<file path="config.mk">
export PLATFORM = sky130hd
export DESIGN_NAME = jet_ctrl
export DESIGN_NICKNAME = d
export VERILOG_FILES = /design/src/rtl/julia_escape_time_pixel_top_defines.svh /design/src/rtl/jet_pkg.sv /design/src/rtl/jet_ctrl.sv
export SDC_FILE = /design/constraint.sdc
export NUM_CORES = 1
export LEC_CHECK = 0
export BUFFER_PORTS_ARGS = -buffer_cell sky130_fd_sc_hd__buf_2
export CORE_AREA = 2 2 39 41
export DETAILED_ROUTE_END_ITERATION = 8
export DIE_AREA = 0 0 41 43
export GPL_TIMING_DRIVEN = 0
export PLACE_DENSITY = 0.82
export SETUP_SLACK_MARGIN = 0.3
export SYNTH_ARGS = -nofsm -noshare
export SYNTH_HDL_FRONTEND = slang
export SYNTH_SLANG_ARGS = --single-unit
</file>
<file path="constraint.sdc">
create_clock -name clock -period 2.1 [get_ports clock]
set_clock_uncertainty 0.1 [all_clocks]
set_input_delay 0 -clock clock [delete_from_list [all_inputs] [get_ports clock]]
set_output_delay 0 -clock clock [all_outputs]
set_load 0.01 [all_outputs]
</file>
<file path="src/rtl/julia_escape_time_pixel_top_defines.svh">
// assertion macros for the julia escape time pixel block
`ifndef JULIA_ESCAPE_TIME_PIXEL_TOP_DEFINES_SVH
`define JULIA_ESCAPE_TIME_PIXEL_TOP_DEFINES_SVH

// same-cycle implication
`define JET_ASSERT_IMPLY(label, clk, rst, ante, cons) \
   label: assert property (@(posedge clk) disable iff (rst) (ante) |-> (cons)) \
      else $error("jet assertion failed");

// next-cycle implication
`define JET_ASSERT_NEXT(label, clk, rst, ante, cons) \
   label: assert property (@(posedge clk) disable iff (rst) (ante) |=> (cons)) \
      else $error("jet assertion failed");

`endif

</file>
<file path="src/rtl/jet_pkg.sv">
// shared constants and types of the julia escape time pixel block
package jet_pkg;

   localparam int MAX_DIM   = 4096;
   localparam int FRAC_BITS = 28;

   localparam int DIM_W  = 13;
   localparam int PIX_W  = 12;
   localparam int C_W    = 31;
   localparam int LIM_W  = 16;
   localparam int GRAY_W = 8;

   localparam int DIM_CAP = (MAX_DIM > (2**DIM_W - 1)) ? (2**DIM_W - 1) : MAX_DIM;

   localparam int Z_W    = 32;
   localparam int PROD_W = 64;
   localparam int NUM_W  = PIX_W + FRAC_BITS + 1;
   localparam int CNT_W  = $clog2(NUM_W);

   localparam int ADDR_W = 5;
   localparam int DATA_W = 32;
   localparam int IDX_W  = ADDR_W - 2;

   localparam logic [IDX_W-1:0] REG_IMAGE_WIDTH     = 3'd0;
   localparam logic [IDX_W-1:0] REG_IMAGE_HEIGHT    = 3'd1;
   localparam logic [IDX_W-1:0] REG_C_REAL          = 3'd2;
   localparam logic [IDX_W-1:0] REG_C_IMAG          = 3'd3;
   localparam logic [IDX_W-1:0] REG_ITERATION_LIMIT = 3'd4;

   typedef struct packed {
      logic [DIM_W-1:0]        image_width;
      logic [DIM_W-1:0]        image_height;
      logic signed [C_W-1:0]   c_real;
      logic signed [C_W-1:0]   c_imag;
      logic [LIM_W-1:0]        iteration_limit;
   } cfg_type;

   typedef struct packed {
      logic load_pixel;
      logic map_step;
      logic map_done;
      logic mul;
      logic update;
      logic finish;
      logic gray_step;
      logic load_out;
   } cmd_type;

   typedef struct packed {
      logic escaped;
      logic at_limit;
   } status_type;

endpackage

</file>
<file path="src/rtl/jet_ctrl.sv">
// controller state machine sequencing mapping, iteration and gray scaling
module jet_ctrl (
   input  logic                 clock,
   input  logic                 reset,
   input  logic                 req_valid,
   output logic                 req_stall,
   output logic                 rsp_valid,
   input  logic                 rsp_stall,
   output jet_pkg::cmd_type     cmd,
   input  jet_pkg::status_type  status
);
   import jet_pkg::*;

   localparam logic [2:0] ST_IDLE     = 3'd0;
   localparam logic [2:0] ST_MAP      = 3'd1;
   localparam logic [2:0] ST_MAP_DONE = 3'd2;
   localparam logic [2:0] ST_MUL      = 3'd3;
   localparam logic [2:0] ST_TEST     = 3'd4;
   localparam logic [2:0] ST_GRAY     = 3'd5;
   localparam logic [2:0] ST_DONE     = 3'd6;

   logic [2:0]       state_ff, state_in;
   logic [CNT_W-1:0] cnt_ff, cnt_in;
   logic             rsp_valid_ff, rsp_valid_in;

   always_comb begin
      state_in     = state_ff;
      cnt_in       = cnt_ff;
      rsp_valid_in = rsp_valid_ff & rsp_stall;
      cmd          = '0;
      case (state_ff)
         ST_IDLE: begin
            if (req_valid) begin
               cmd.load_pixel = 1'b1;
               cnt_in         = '0;
               state_in       = ST_MAP;
            end
         end
         ST_MAP: begin
            cmd.map_step = 1'b1;
            cnt_in       = cnt_ff + CNT_W'(1);
            if (cnt_ff == CNT_W'(NUM_W - 1)) begin
               state_in = ST_MAP_DONE;
            end
         end
         ST_MAP_DONE: begin
            cmd.map_done = 1'b1;
            state_in     = ST_MUL;
         end
         ST_MUL: begin
            cmd.mul  = 1'b1;
            state_in = ST_TEST;
         end
         ST_TEST: begin
            if (status.escaped || status.at_limit) begin
               cmd.finish = 1'b1;
               cnt_in     = '0;
               state_in   = ST_GRAY;
            end else begin
               cmd.update = 1'b1;
               state_in   = ST_MUL;
            end
         end
         ST_GRAY: begin
            cmd.gray_step = 1'b1;
            cnt_in        = cnt_ff + CNT_W'(1);
            if (cnt_ff == CNT_W'(GRAY_W - 1)) begin
               state_in = ST_DONE;
            end
         end
         ST_DONE: begin
            if (!rsp_valid_ff || !rsp_stall) begin
               cmd.load_out = 1'b1;
               rsp_valid_in = 1'b1;
               state_in     = ST_IDLE;
            end
         end
         default: begin
            state_in = ST_IDLE;
         end
      endcase
   end

   always_ff @(posedge clock) begin
      if (reset) begin
         state_ff     <= ST_IDLE;
         cnt_ff       <= '0;
         rsp_valid_ff <= 1'b0;
      end else begin
         state_ff     <= state_in;
         cnt_ff       <= cnt_in;
         rsp_valid_ff <= rsp_valid_in;
      end
   end

   assign req_stall = (state_ff != ST_IDLE);
   assign rsp_valid = rsp_valid_ff;

endmodule

</file>
==> impl_metrics.json <==
{
  "outcome": "completed",
  "crit_path_top_delay_cell": "or4b_2",
  "setup_viol": 0,
  "numClockSinks": 10,
  "multiInputGateArea_sq_um": 399,
  "crit_chain": "ha_1 > or4b_2 > o22ai_2 > nand2_1 > a21oi_1",
  "p_total_uw": 383,
  "path_clk_slew_ns": 0.06,
  "core_area_sq_mm": 0.00138,
  "synth_top_area_cell": "dfxtp_1",
  "synth.most_common_cell": "nor2_1",
  "finalWeightedCongestion": 0.796,
  "vias_per_cell": 5.63,
  "hold_path_class": "in2reg",
  "grt_pass1_vias": 585,
  "required_ns": 2.21,
  "dieArea_sq_mm": 0.00176,
  "slew_viol_final": 0,
  "worst_slack_ns": 0.378,
  "syn_nets": 92,
  "syn_area_sq_um": 631,
  "grt_pass1_wl_um": 2210,
  "critPathKind": "reg2reg",
  "worstHoldStart": "req_valid",
  "synth_area_leaders": "dfxtp_1, nor2_1, a21oi_1, nand2_1, xnor2_1",
  "drt_iter0_markers": 13,
  "routed-via-count": 675,
  "ys_ff_latch": 10,
  "die_w_um": 41,
  "numCtsBuffers": 3,
  "area_delta_synth_final_pct": 23.4,
  "max_cap_violations": 0,
  "n_fill_cell": 131,
  "crit_path_max_incr_delay_ns": 0.62,
  "wirelength_um": 1490,
  "irDropWorstVdd_mv": 0.224,
  "post_cts_buffers": 0,
  "drc": 0,
  "antenna_left": 0,
  "tns_ns": 0,
  "grt_max_degree": 11,
  "synth_top_flop_cell": "dfxtp_1",
  "synth_top_cell_area_share_pct": 31.7,
  "initial_core_util_pct": 45.6,
  "cts_tree": "done",
  "preCtsSetupSlack_ns": 0.310,
  "synth.distinct_cells": 31,
  "portBuffers": 15,
  "cts_buffer_depth": 2,
  "cts_root_buffer": "clkbuf_4",
  "grt_overflow": 0,
  "io_pins": 16,
  "synth_edf_count": 0,
  "clk_latency_ns": 0.27,
  "antenna_found_initial": 0,
  "critPathArrivalTime_ns": 1.83,
  "crit_path_max_fanout": 5,
  "start_kind": "flip-flop",
  "synth_warnings": 0,
  "power_density_mw_per_mm2": 492,
  "die_height_um": 43,
  "r2r-start": "cnt_ff[0]",
  "final_hold_viol_count": 0,
  "cts_max_level": 1,
  "final.period_utilization_pct": 82.0,
  "endpoint_kind": "flip-flop",
  "ff_latch_area_sq_um": 203,
  "synth-seq-area-share_pct": 31.7,
  "rsz0062_at_grt": "yes",
  "tightest_slew_ns": 0.427,
  "dp_hpwl_um": 1090,
  "first_pass_iters": 4,
  "nNetsFinal": 114,
  "ys_async_sr_fraction_pct": 0,
  "rows": 14,
  "layout-drive-gt1-share_pct": 26.0,
  "p_leak_nw": 0.315,
  "cp-startpoint": "cnt_ff[0]",
  "clock.fmax_mhz": 581,
  "synth_common_cells": "nor2_1, dfxtp_1, nand2_1",
  "avgSynthCellArea_sq_um": 7.51,
  "wl_per_cell_um": 12.4,
  "grt_usage_pct": 18.4,
  "diodes": 0,
  "postSynthCellCount": 84,
  "slew_headroom_pct": 71.4,
  "min_period_ns": 1.72
}
worst paths after layout:
| path | endpoint | slack [ns] | cells after the start |
|---|---|---|---|
| max | state_ff[1] | 0.38 | 5 |
| min | state_ff[0] | 0.08 | 3 |
| max reg2reg | state_ff[1] | 0.38 | 5 |
| min reg2reg | cnt_ff[5] | 0.41 | 2 |
report_power, final:
group	internal, mW	switching (mW)
Sequential	0.194	0.00470
Clock	0.0663	0.0656
Combinational	0.0215	0.0305
Total	0.282	0.101
sequential cells by signal, summed over array words and instances (netlist names):
register and cells:
cnt_ff 6, state_ff 3, rsp_valid 1
stage by stage:
step | instance area, sq um | utilization [%] | hold slack (ns) | std cells
floorplan | 631 | - | -0.0493 | 84
global placement | 726 | 52.4 | 0.163 | 115
detailed placement | 726 | 52.4 | 0.161 | 115
CTS | 774 | 56.0 | 0.0663 | 120
global route | 778 | 56.2 | 0.0939 | 120
finish | 778 | 56.2 | 0.0756 | 120
critical path, delay by kind of cell, from the launching register on:
kind / cells / cell delay, ns
simple gates: 2 / 0.69
flops: 1 / 0.36
compound gates: 2 / 0.31
fa+ha+maj: 1 / 0.19
what timing repair did:
item / CTS / global route
gates resized for setup: 1 / 4
endpoints found under the setup margin: 2 / 3
pin swaps: 0 / 0
hold endpoints to repair: 6 / 0
gates cloned: 0 / 0
hold buffers: 2 / 0
cells by family (layout without fill, tap and decap cells):
family / after synthesis / count (layout) / share of synthesized area (%)
xor gates and xnor gates: 3 / 3 / 4.17
AOI/OAI and AO/OA: 17 / 17 / 16.1
adders and majority gates: 2 / 2 / 3.97
DFF: 10 / 10 / 31.7
and+or+nand+nor: 44 / 44 / 38.1
buffers and inverters: 8 / 28 / 5.95
placed cells by master (no fill, tap or decap), drive strengths merged:
master and instances:
nand3 1, xnor2 3, a21o 1, or3 1, o21ai 2, a31oi 1
nand4b 1, or2 1, nand2 9, o21a 1, or4 1, nor4b 2
buf 16, nor3 5, dfxtp 10, o22ai 1, nand2b 2, inv 4
or4b 2, nor2 14, o31ai 2, clkbuf 6, and2 1, a21oi 8
nor4 3, a2111oi 1, ha 2, nand4 1, dlygate4sd3 2
layout make-up:
type | instances | area share, %
multi-input cells | 66 | 51.3
inverters | 4 | 1.93
plain buffers | 4 | 3.05
flip-flops and latches | 10 | 26.0
well taps | 16 | 2.57
repair buffers | 17 | 12.2
clock buffers | 3 | 2.89
metal layers:
metal / GRT usage [%] / vias up / part of all wire [%]
li1: - / 339 / -
met4: 10.0 / 0 / 2.8
met1: 20.0 / 312 / 45
met5: 0 / - / 0
met2: 31.3 / 19 / 48
met3: 3.14 / 5 / 4.9
No activity file was read; power rests on OpenSTA's default activity.
