===== src/rtl/julia_escape_time_pixel_top_defines.svh =====
// assertion macros for the julia escape time pixel block
`ifndef JULIA_ESCAPE_TIME_PIXEL_TOP_DEFINES_SVH
`define JULIA_ESCAPE_TIME_PIXEL_TOP_DEFINES_SVH

// same-cycle implication
`define JET_ASSERT_IMPLY(label, clk, rst, ante, cons) \
   label: assert property (@(posedge clk) disable iff (rst) (ante) |-> (cons)) \
      else $error("jet assertion failed");

// next-cycle implication
`define JET_ASSERT_NEXT(label, clk, rst, ante, cons) \
   label: assert property (@(posedge clk) disable iff (rst) (ante) |=> (cons)) \
      else $error("jet assertion failed");

`endif


===== src/rtl/jet_pkg.sv =====
// shared constants and types of the julia escape time pixel block
package jet_pkg;

   localparam int MAX_DIM   = 4096;
   localparam int FRAC_BITS = 28;

   localparam int DIM_W  = 13;
   localparam int PIX_W  = 12;
   localparam int C_W    = 31;
   localparam int LIM_W  = 16;
   localparam int GRAY_W = 8;

   localparam int DIM_CAP = (MAX_DIM > (2**DIM_W - 1)) ? (2**DIM_W - 1) : MAX_DIM;

   localparam int Z_W    = 32;
   localparam int PROD_W = 64;
   localparam int NUM_W  = PIX_W + FRAC_BITS + 1;
   localparam int CNT_W  = $clog2(NUM_W);

   localparam int ADDR_W = 5;
   localparam int DATA_W = 32;
   localparam int IDX_W  = ADDR_W - 2;

   localparam logic [IDX_W-1:0] REG_IMAGE_WIDTH     = 3'd0;
   localparam logic [IDX_W-1:0] REG_IMAGE_HEIGHT    = 3'd1;
   localparam logic [IDX_W-1:0] REG_C_REAL          = 3'd2;
   localparam logic [IDX_W-1:0] REG_C_IMAG          = 3'd3;
   localparam logic [IDX_W-1:0] REG_ITERATION_LIMIT = 3'd4;

   typedef struct packed {
      logic [DIM_W-1:0]        image_width;
      logic [DIM_W-1:0]        image_height;
      logic signed [C_W-1:0]   c_real;
      logic signed [C_W-1:0]   c_imag;
      logic [LIM_W-1:0]        iteration_limit;
   } cfg_type;

   typedef struct packed {
      logic load_pixel;
      logic map_step;
      logic map_done;
      logic mul;
      logic update;
      logic finish;
      logic gray_step;
      logic load_out;
   } cmd_type;

   typedef struct packed {
      logic escaped;
      logic at_limit;
   } status_type;

endpackage


===== src/rtl/jet_csr.sv =====
// configuration registers behind the apb-style port
module jet_csr (
   input  logic                        clock,
   input  logic                        reset,
   input  logic                        psel,
   input  logic                        penable,
   input  logic                        pwrite,
   input  logic [jet_pkg::ADDR_W-1:0]  paddr,
   input  logic [jet_pkg::DATA_W-1:0]  pwdata,
   output logic [jet_pkg::DATA_W-1:0]  prdata,
   output logic                        pready,
   output jet_pkg::cfg_type            cfg
);
   import jet_pkg::*;

   localparam logic [DIM_W-1:0] RESET_DIM   = 13'd1024;
   localparam logic [LIM_W-1:0] RESET_LIMIT = 16'd256;

   logic [DIM_W-1:0]      width_ff, width_in;
   logic [DIM_W-1:0]      height_ff, height_in;
   logic signed [C_W-1:0] c_real_ff, c_real_in;
   logic signed [C_W-1:0] c_imag_ff, c_imag_in;
   logic [LIM_W-1:0]      limit_ff, limit_in;
   logic                  wr;
   logic [IDX_W-1:0]      idx;

   assign pready = 1'b1;
   assign wr     = psel & penable & pwrite;
   assign idx    = paddr[ADDR_W-1:2];

   always_comb begin
      width_in  = width_ff;
      height_in = height_ff;
      c_real_in = c_real_ff;
      c_imag_in = c_imag_ff;
      limit_in  = limit_ff;
      if (wr) begin
         case (idx)
            REG_IMAGE_WIDTH: begin
               width_in = pwdata[DIM_W-1:0];
            end
            REG_IMAGE_HEIGHT: begin
               height_in = pwdata[DIM_W-1:0];
            end
            REG_C_REAL: begin
               c_real_in = pwdata[C_W-1:0];
            end
            REG_C_IMAG: begin
               c_imag_in = pwdata[C_W-1:0];
            end
            REG_ITERATION_LIMIT: begin
               limit_in = pwdata[LIM_W-1:0];
            end
            default: begin
            end
         endcase
      end
   end

   always_ff @(posedge clock) begin
      if (reset) begin
         width_ff  <= RESET_DIM;
         height_ff <= RESET_DIM;
         c_real_ff <= '0;
         c_imag_ff <= '0;
         limit_ff  <= RESET_LIMIT;
      end else begin
         width_ff  <= width_in;
         height_ff <= height_in;
         c_real_ff <= c_real_in;
         c_imag_ff <= c_imag_in;
         limit_ff  <= limit_in;
      end
   end

   always_comb begin
      case (idx)
         REG_IMAGE_WIDTH: begin
            prdata = DATA_W'(width_ff);
         end
         REG_IMAGE_HEIGHT: begin
            prdata = DATA_W'(height_ff);
         end
         REG_C_REAL: begin
            prdata = DATA_W'(c_real_ff);
         end
         REG_C_IMAG: begin
            prdata = DATA_W'(c_imag_ff);
         end
         REG_ITERATION_LIMIT: begin
            prdata = DATA_W'(limit_ff);
         end
         default: begin
            prdata = '0;
         end
      endcase
   end

   assign cfg.image_width     = width_ff;
   assign cfg.image_height    = height_ff;
   assign cfg.c_real          = c_real_ff;
   assign cfg.c_imag          = c_imag_ff;
   assign cfg.iteration_limit = limit_ff;

endmodule


===== config.mk =====
export PLATFORM = sky130hd
export DESIGN_NAME = jet_csr
export DESIGN_NICKNAME = d
export VERILOG_FILES = /design/src/rtl/julia_escape_time_pixel_top_defines.svh /design/src/rtl/jet_pkg.sv /design/src/rtl/jet_csr.sv
export SDC_FILE = /design/constraint.sdc
export NUM_CORES = 1
export LEC_CHECK = 0
export ABC_AREA = 1
export BUFFER_PORTS_ARGS = -buffer_cell sky130_fd_sc_hd__buf_4
export CORE_MARGIN = 5
export CORE_UTILIZATION = 41
export CTS_CLUSTER_SIZE = 20
export DETAILED_ROUTE_END_ITERATION = 16
export PLACE_DENSITY_LB_ADDON = 0.12
export SETUP_SLACK_MARGIN = 0.1
export SYNTH_ARGS = -nofsm -noshare
export SYNTH_HDL_FRONTEND = slang
export SYNTH_SLANG_ARGS = --single-unit

===== constraint.sdc =====
create_clock -name clock -period 1.9 [get_ports clock]
set_clock_uncertainty 0.15 [all_clocks]
set_input_delay 0.095 -clock clock [delete_from_list [all_inputs] [get_ports clock]]
set_output_delay 0.095 -clock clock [all_outputs]
set_load 0.01 [all_outputs]

==> flow_summary.ini <==
[outcome]
outcome = finished clean

[clocking]
max-clock-path-buffers = 2
cts_root_buffer = sky130_fd_sc_hd__clkbuf_16
tritoncts = yes
post_cts_resize_count = 0
clkSinkCount = 104
cts_made_buffers = 9
htree_num_levels = 3
clock_latency_ps = 340
clkSlewWorstSetupHoldPaths_ps = 60

[global_routing]
grt_use_met3_pct = 4.364
total_routing_resource_utilization_after_global_routing_pct = 23.11
grt_max_degree = 105
gr-usage-met2_pct = 38.40
globalRouteMet1Util_pct = 29.87
gr-max-usage-layer = met2
first_pass_grt_wire_length_mm = 27.32
grt_pass1_vias = 5075
grt_antenna_before_repair = 0
grt_overflow_total = 0

[finish]
drive_above_1_share_pct = 23.01
number_of_diodes_added_for_antenna_fixing = 0
layout.nets = 1016
area.growth.synth_to_final_pct = 37.31

[setup_path]
timing.reg2reg.setup_slack_ps = 1060
critPathLaunchType = input port
worstSetupEndpointType = output pin
worst_ep_arrival_time_ps = 1340
end_point_of_the_critical_path = prdata[14]
critical_path.max_fanout = 32
timing.setup.critical_path_class = input port to output pin
worstReg2RegEnd = c_real_ff[8]
startpoint = paddr[4]
worstPathRequired_ps = 1650
r2r-start = c_real_ff[8]
worstRegToRegCells = 2

[placed_design]
routabilityCongestion = 0.8694
hpwl_after_detailed_placement_mm = 11.72
place_worst_setup_slack_ps = 241.5
place.port_buffers = 174

[worst_hold_path]
hold_path.class = input port to flop

[route]
drt-wirelength-per-cell_um = 14.85
vias_per_cell = 4.832
firstDrtPassIters = 5
drt_iter0_markers = 474
final_routed_wirelength_across_all_metal_layers_mm = 17.01
drc_errors = 0
via_count = 5538
detail-route-antenna-nets = 0

[pwr]
clkPwrFrac_pct = 40.2
power_switching_share_pct = 24.88
internal_power_mw = 3.477
static-leakage-power_nw = 3.490
ir_worst_vdd_mv = 0.3706
seq_pwr_share_pct = 48.2
pwr-share-comb_pct = 11.6
p_sw_mw = 1.152
powerDensity_nw_per_um2 = 657.9

[floorplan]
dieHeight_um = 121.8
io_pins = 179
num_rows = 40
die_x_um = 121.8
die_area_um2 = 14830
floorplan.core_area_um2 = 12110
effective_utilization_at_floorplan_pct = 42.30

[logic_synthesis]
netlist_instances = 804
synthesis.nets = 846
postSynthRegisterBits = 104
synth.cell_area_um2 = 5124
yosysWarnings = 0
yosysSeqAreaShare_pct = 40.63
yosys.cell_types.count = 21
syn_area_per_cell_um2 = 6.373

[sta]
setup_slack_ps = 316.6
worst_max_slew_pin_slew_ps = 825.0
finalSetupViolCount = 0
max-slew-margin-rel_pct = 44.80
finalHoldViolCount = 0
tns_ps = 0
fin_worst_hold_slack_ps = 14.78
maxSlewViolCount = 0
rsz0062_at_grt = false
min_tclk_post_route_ps = 1583
fmax_mhz = 631.5
timing.final.crit_share_pct = 83.34

[flow_run]
cap_violations = 0
## area by class of cell
| type | instances | area, um^2 |
|---|---|---|
| Tap cell | 168 | 210.2 |
| Clock buffer | 12 | 246.5 |
| Timing Repair Buffer | 214 | 1747 |
| Fill cell | 1233 | 5076 |
| Sequential cell | 104 | 2082 |
| Clock inverter | 3 | 42.54 |
| Inverter | 37 | 138.9 |
| Multi-Input combinational cell | 608 | 2569 |
## metal layers
metal	part of all wire [%]	wire length, um
met5	0	0
met1	42	7097
met2	48	8166
met4	2.8	471
met3	7.5	1279
## worst max-delay path, stage by stage
cell and delay [ps]:
sky130_fd_sc_hd__buf_4 110, sky130_fd_sc_hd__inv_2 70, sky130_fd_sc_hd__buf_4 260, sky130_fd_sc_hd__nand2_1 130
sky130_fd_sc_hd__nor2_4 160, sky130_fd_sc_hd__buf_12 200, sky130_fd_sc_hd__nand2_1 70, sky130_fd_sc_hd__nand3_1 90
sky130_fd_sc_hd__buf_4 120
## power groups by stage
stage               Clock, mW  Combinational [mW]  Sequential, mW
finish                   1.86               0.537            2.23
global route             1.98               0.590            2.23
CTS                      1.89               0.537            2.23
detailed placement          0               0.502            2.28
global placement            0               0.501            2.28
floorplan                   0               0.278            2.29
## cell usage in the layout, fill, tap and decap left out
| cell | netlist | routed |
|---|---|---|
| sky130_fd_sc_hd__nand2_1 | 244 | 244 |
| sky130_fd_sc_hd__nor2_1 | 215 | 215 |
| sky130_fd_sc_hd__buf_4 | 11 | 186 |
| sky130_fd_sc_hd__nand3_1 | 116 | 116 |
| sky130_fd_sc_hd__dfxtp_1 | 104 | 104 |
| sky130_fd_sc_hd__inv_1 | 33 | 33 |
| sky130_fd_sc_hd__dlygate4sd3_1 | 0 | 21 |
| sky130_fd_sc_hd__nand4_1 | 13 | 13 |
| sky130_fd_sc_hd__clkbuf_16 | 0 | 9 |
| sky130_fd_sc_hd__buf_12 | 0 | 7 |
| sky130_fd_sc_hd__nor2_4 | 4 | 5 |
| sky130_fd_sc_hd__nor2_2 | 5 | 4 |
| sky130_fd_sc_hd__inv_2 | 3 | 3 |
| sky130_fd_sc_hd__o21ai_0 | 3 | 3 |
| sky130_fd_sc_hd__nand3_2 | 2 | 2 |
| sky130_fd_sc_hd__nor2_8 | 2 | 2 |
| sky130_fd_sc_hd__nand2_2 | 2 | 2 |
| sky130_fd_sc_hd__clkbuf_1 | 7 | 2 |
| sky130_fd_sc_hd__clkinv_1 | 1 | 1 |
| sky130_fd_sc_hd__nand2_4 | 1 | 1 |
| sky130_fd_sc_hd__conb_1 | 1 | 1 |
| sky130_fd_sc_hd__clkinvlp_4 | 0 | 1 |
| sky130_fd_sc_hd__bufinv_16 | 0 | 1 |
| sky130_fd_sc_hd__clkbuf_8 | 0 | 1 |
| sky130_fd_sc_hd__clkinv_2 | 0 | 1 |
## worst min-delay path by stage
| stage | start | cells after the start | end |
|---|---|---|---|
| global route | pwdata[12] | 5 | limit_ff[12] |
| finish | pwdata[12] | 5 | c_imag_ff[12] |
| detailed placement | pwdata[8] | 3 | limit_ff[8] |
| floorplan | pwdata[10] | 2 | height_ff[10] |
| global placement | pwdata[8] | 3 | limit_ff[8] |
| CTS | pwdata[12] | 5 | c_imag_ff[12] |
## synthesized netlist by cell type (all sizes together)
cell type,instances,area [um^2]
inv,36,135.1
nand4,13,81.33
nand3,118,600.6
buf,48,312.8
conb,1,3.750
o21ai,3,15.01
nand2,247,939.7
dfxtp,104,2082
clkbuf,7,26.28
nor2,226,923.4
clkinv,1,3.750
## timing repair
item	4_1_cts	5_1_grt
hold buffers	21	0
endpoints found under the setup margin	0	0
setup buffers	0	0
hold endpoints to repair	44	0
## flip-flops by register name (all words and copies together), names as in the netlist
signal     cells
width_ff      13
height_ff     13
c_real_ff     31
limit_ff      16
c_imag_ff     31
## cell families (layout without fill, tap and decap cells)
logic type      after synthesis  count (layout)  share of synthesized area, %
simple gates                604             604                         49.67
other cells                   1               1                       0.07319
compound gates                3               3                        0.2930
flops                       104             104                         40.63
buf+inv                      92             266                         9.328
## through the flow
step / std cells / cell area, um^2 / util (%) / total power [mW]
global route: 1146 / 7036 / 58.09 / 4.804
CTS: 1146 / 7036 / 58.09 / 4.654
floorplan: 804 / 5124 / - / 2.567
detailed placement: 1110 / 6536 / 53.97 / 2.783
finish: 1146 / 7036 / 58.09 / 4.629
global placement: 1110 / 6536 / 53.97 / 2.782
No activity file was read; power rests on OpenSTA's default activity.
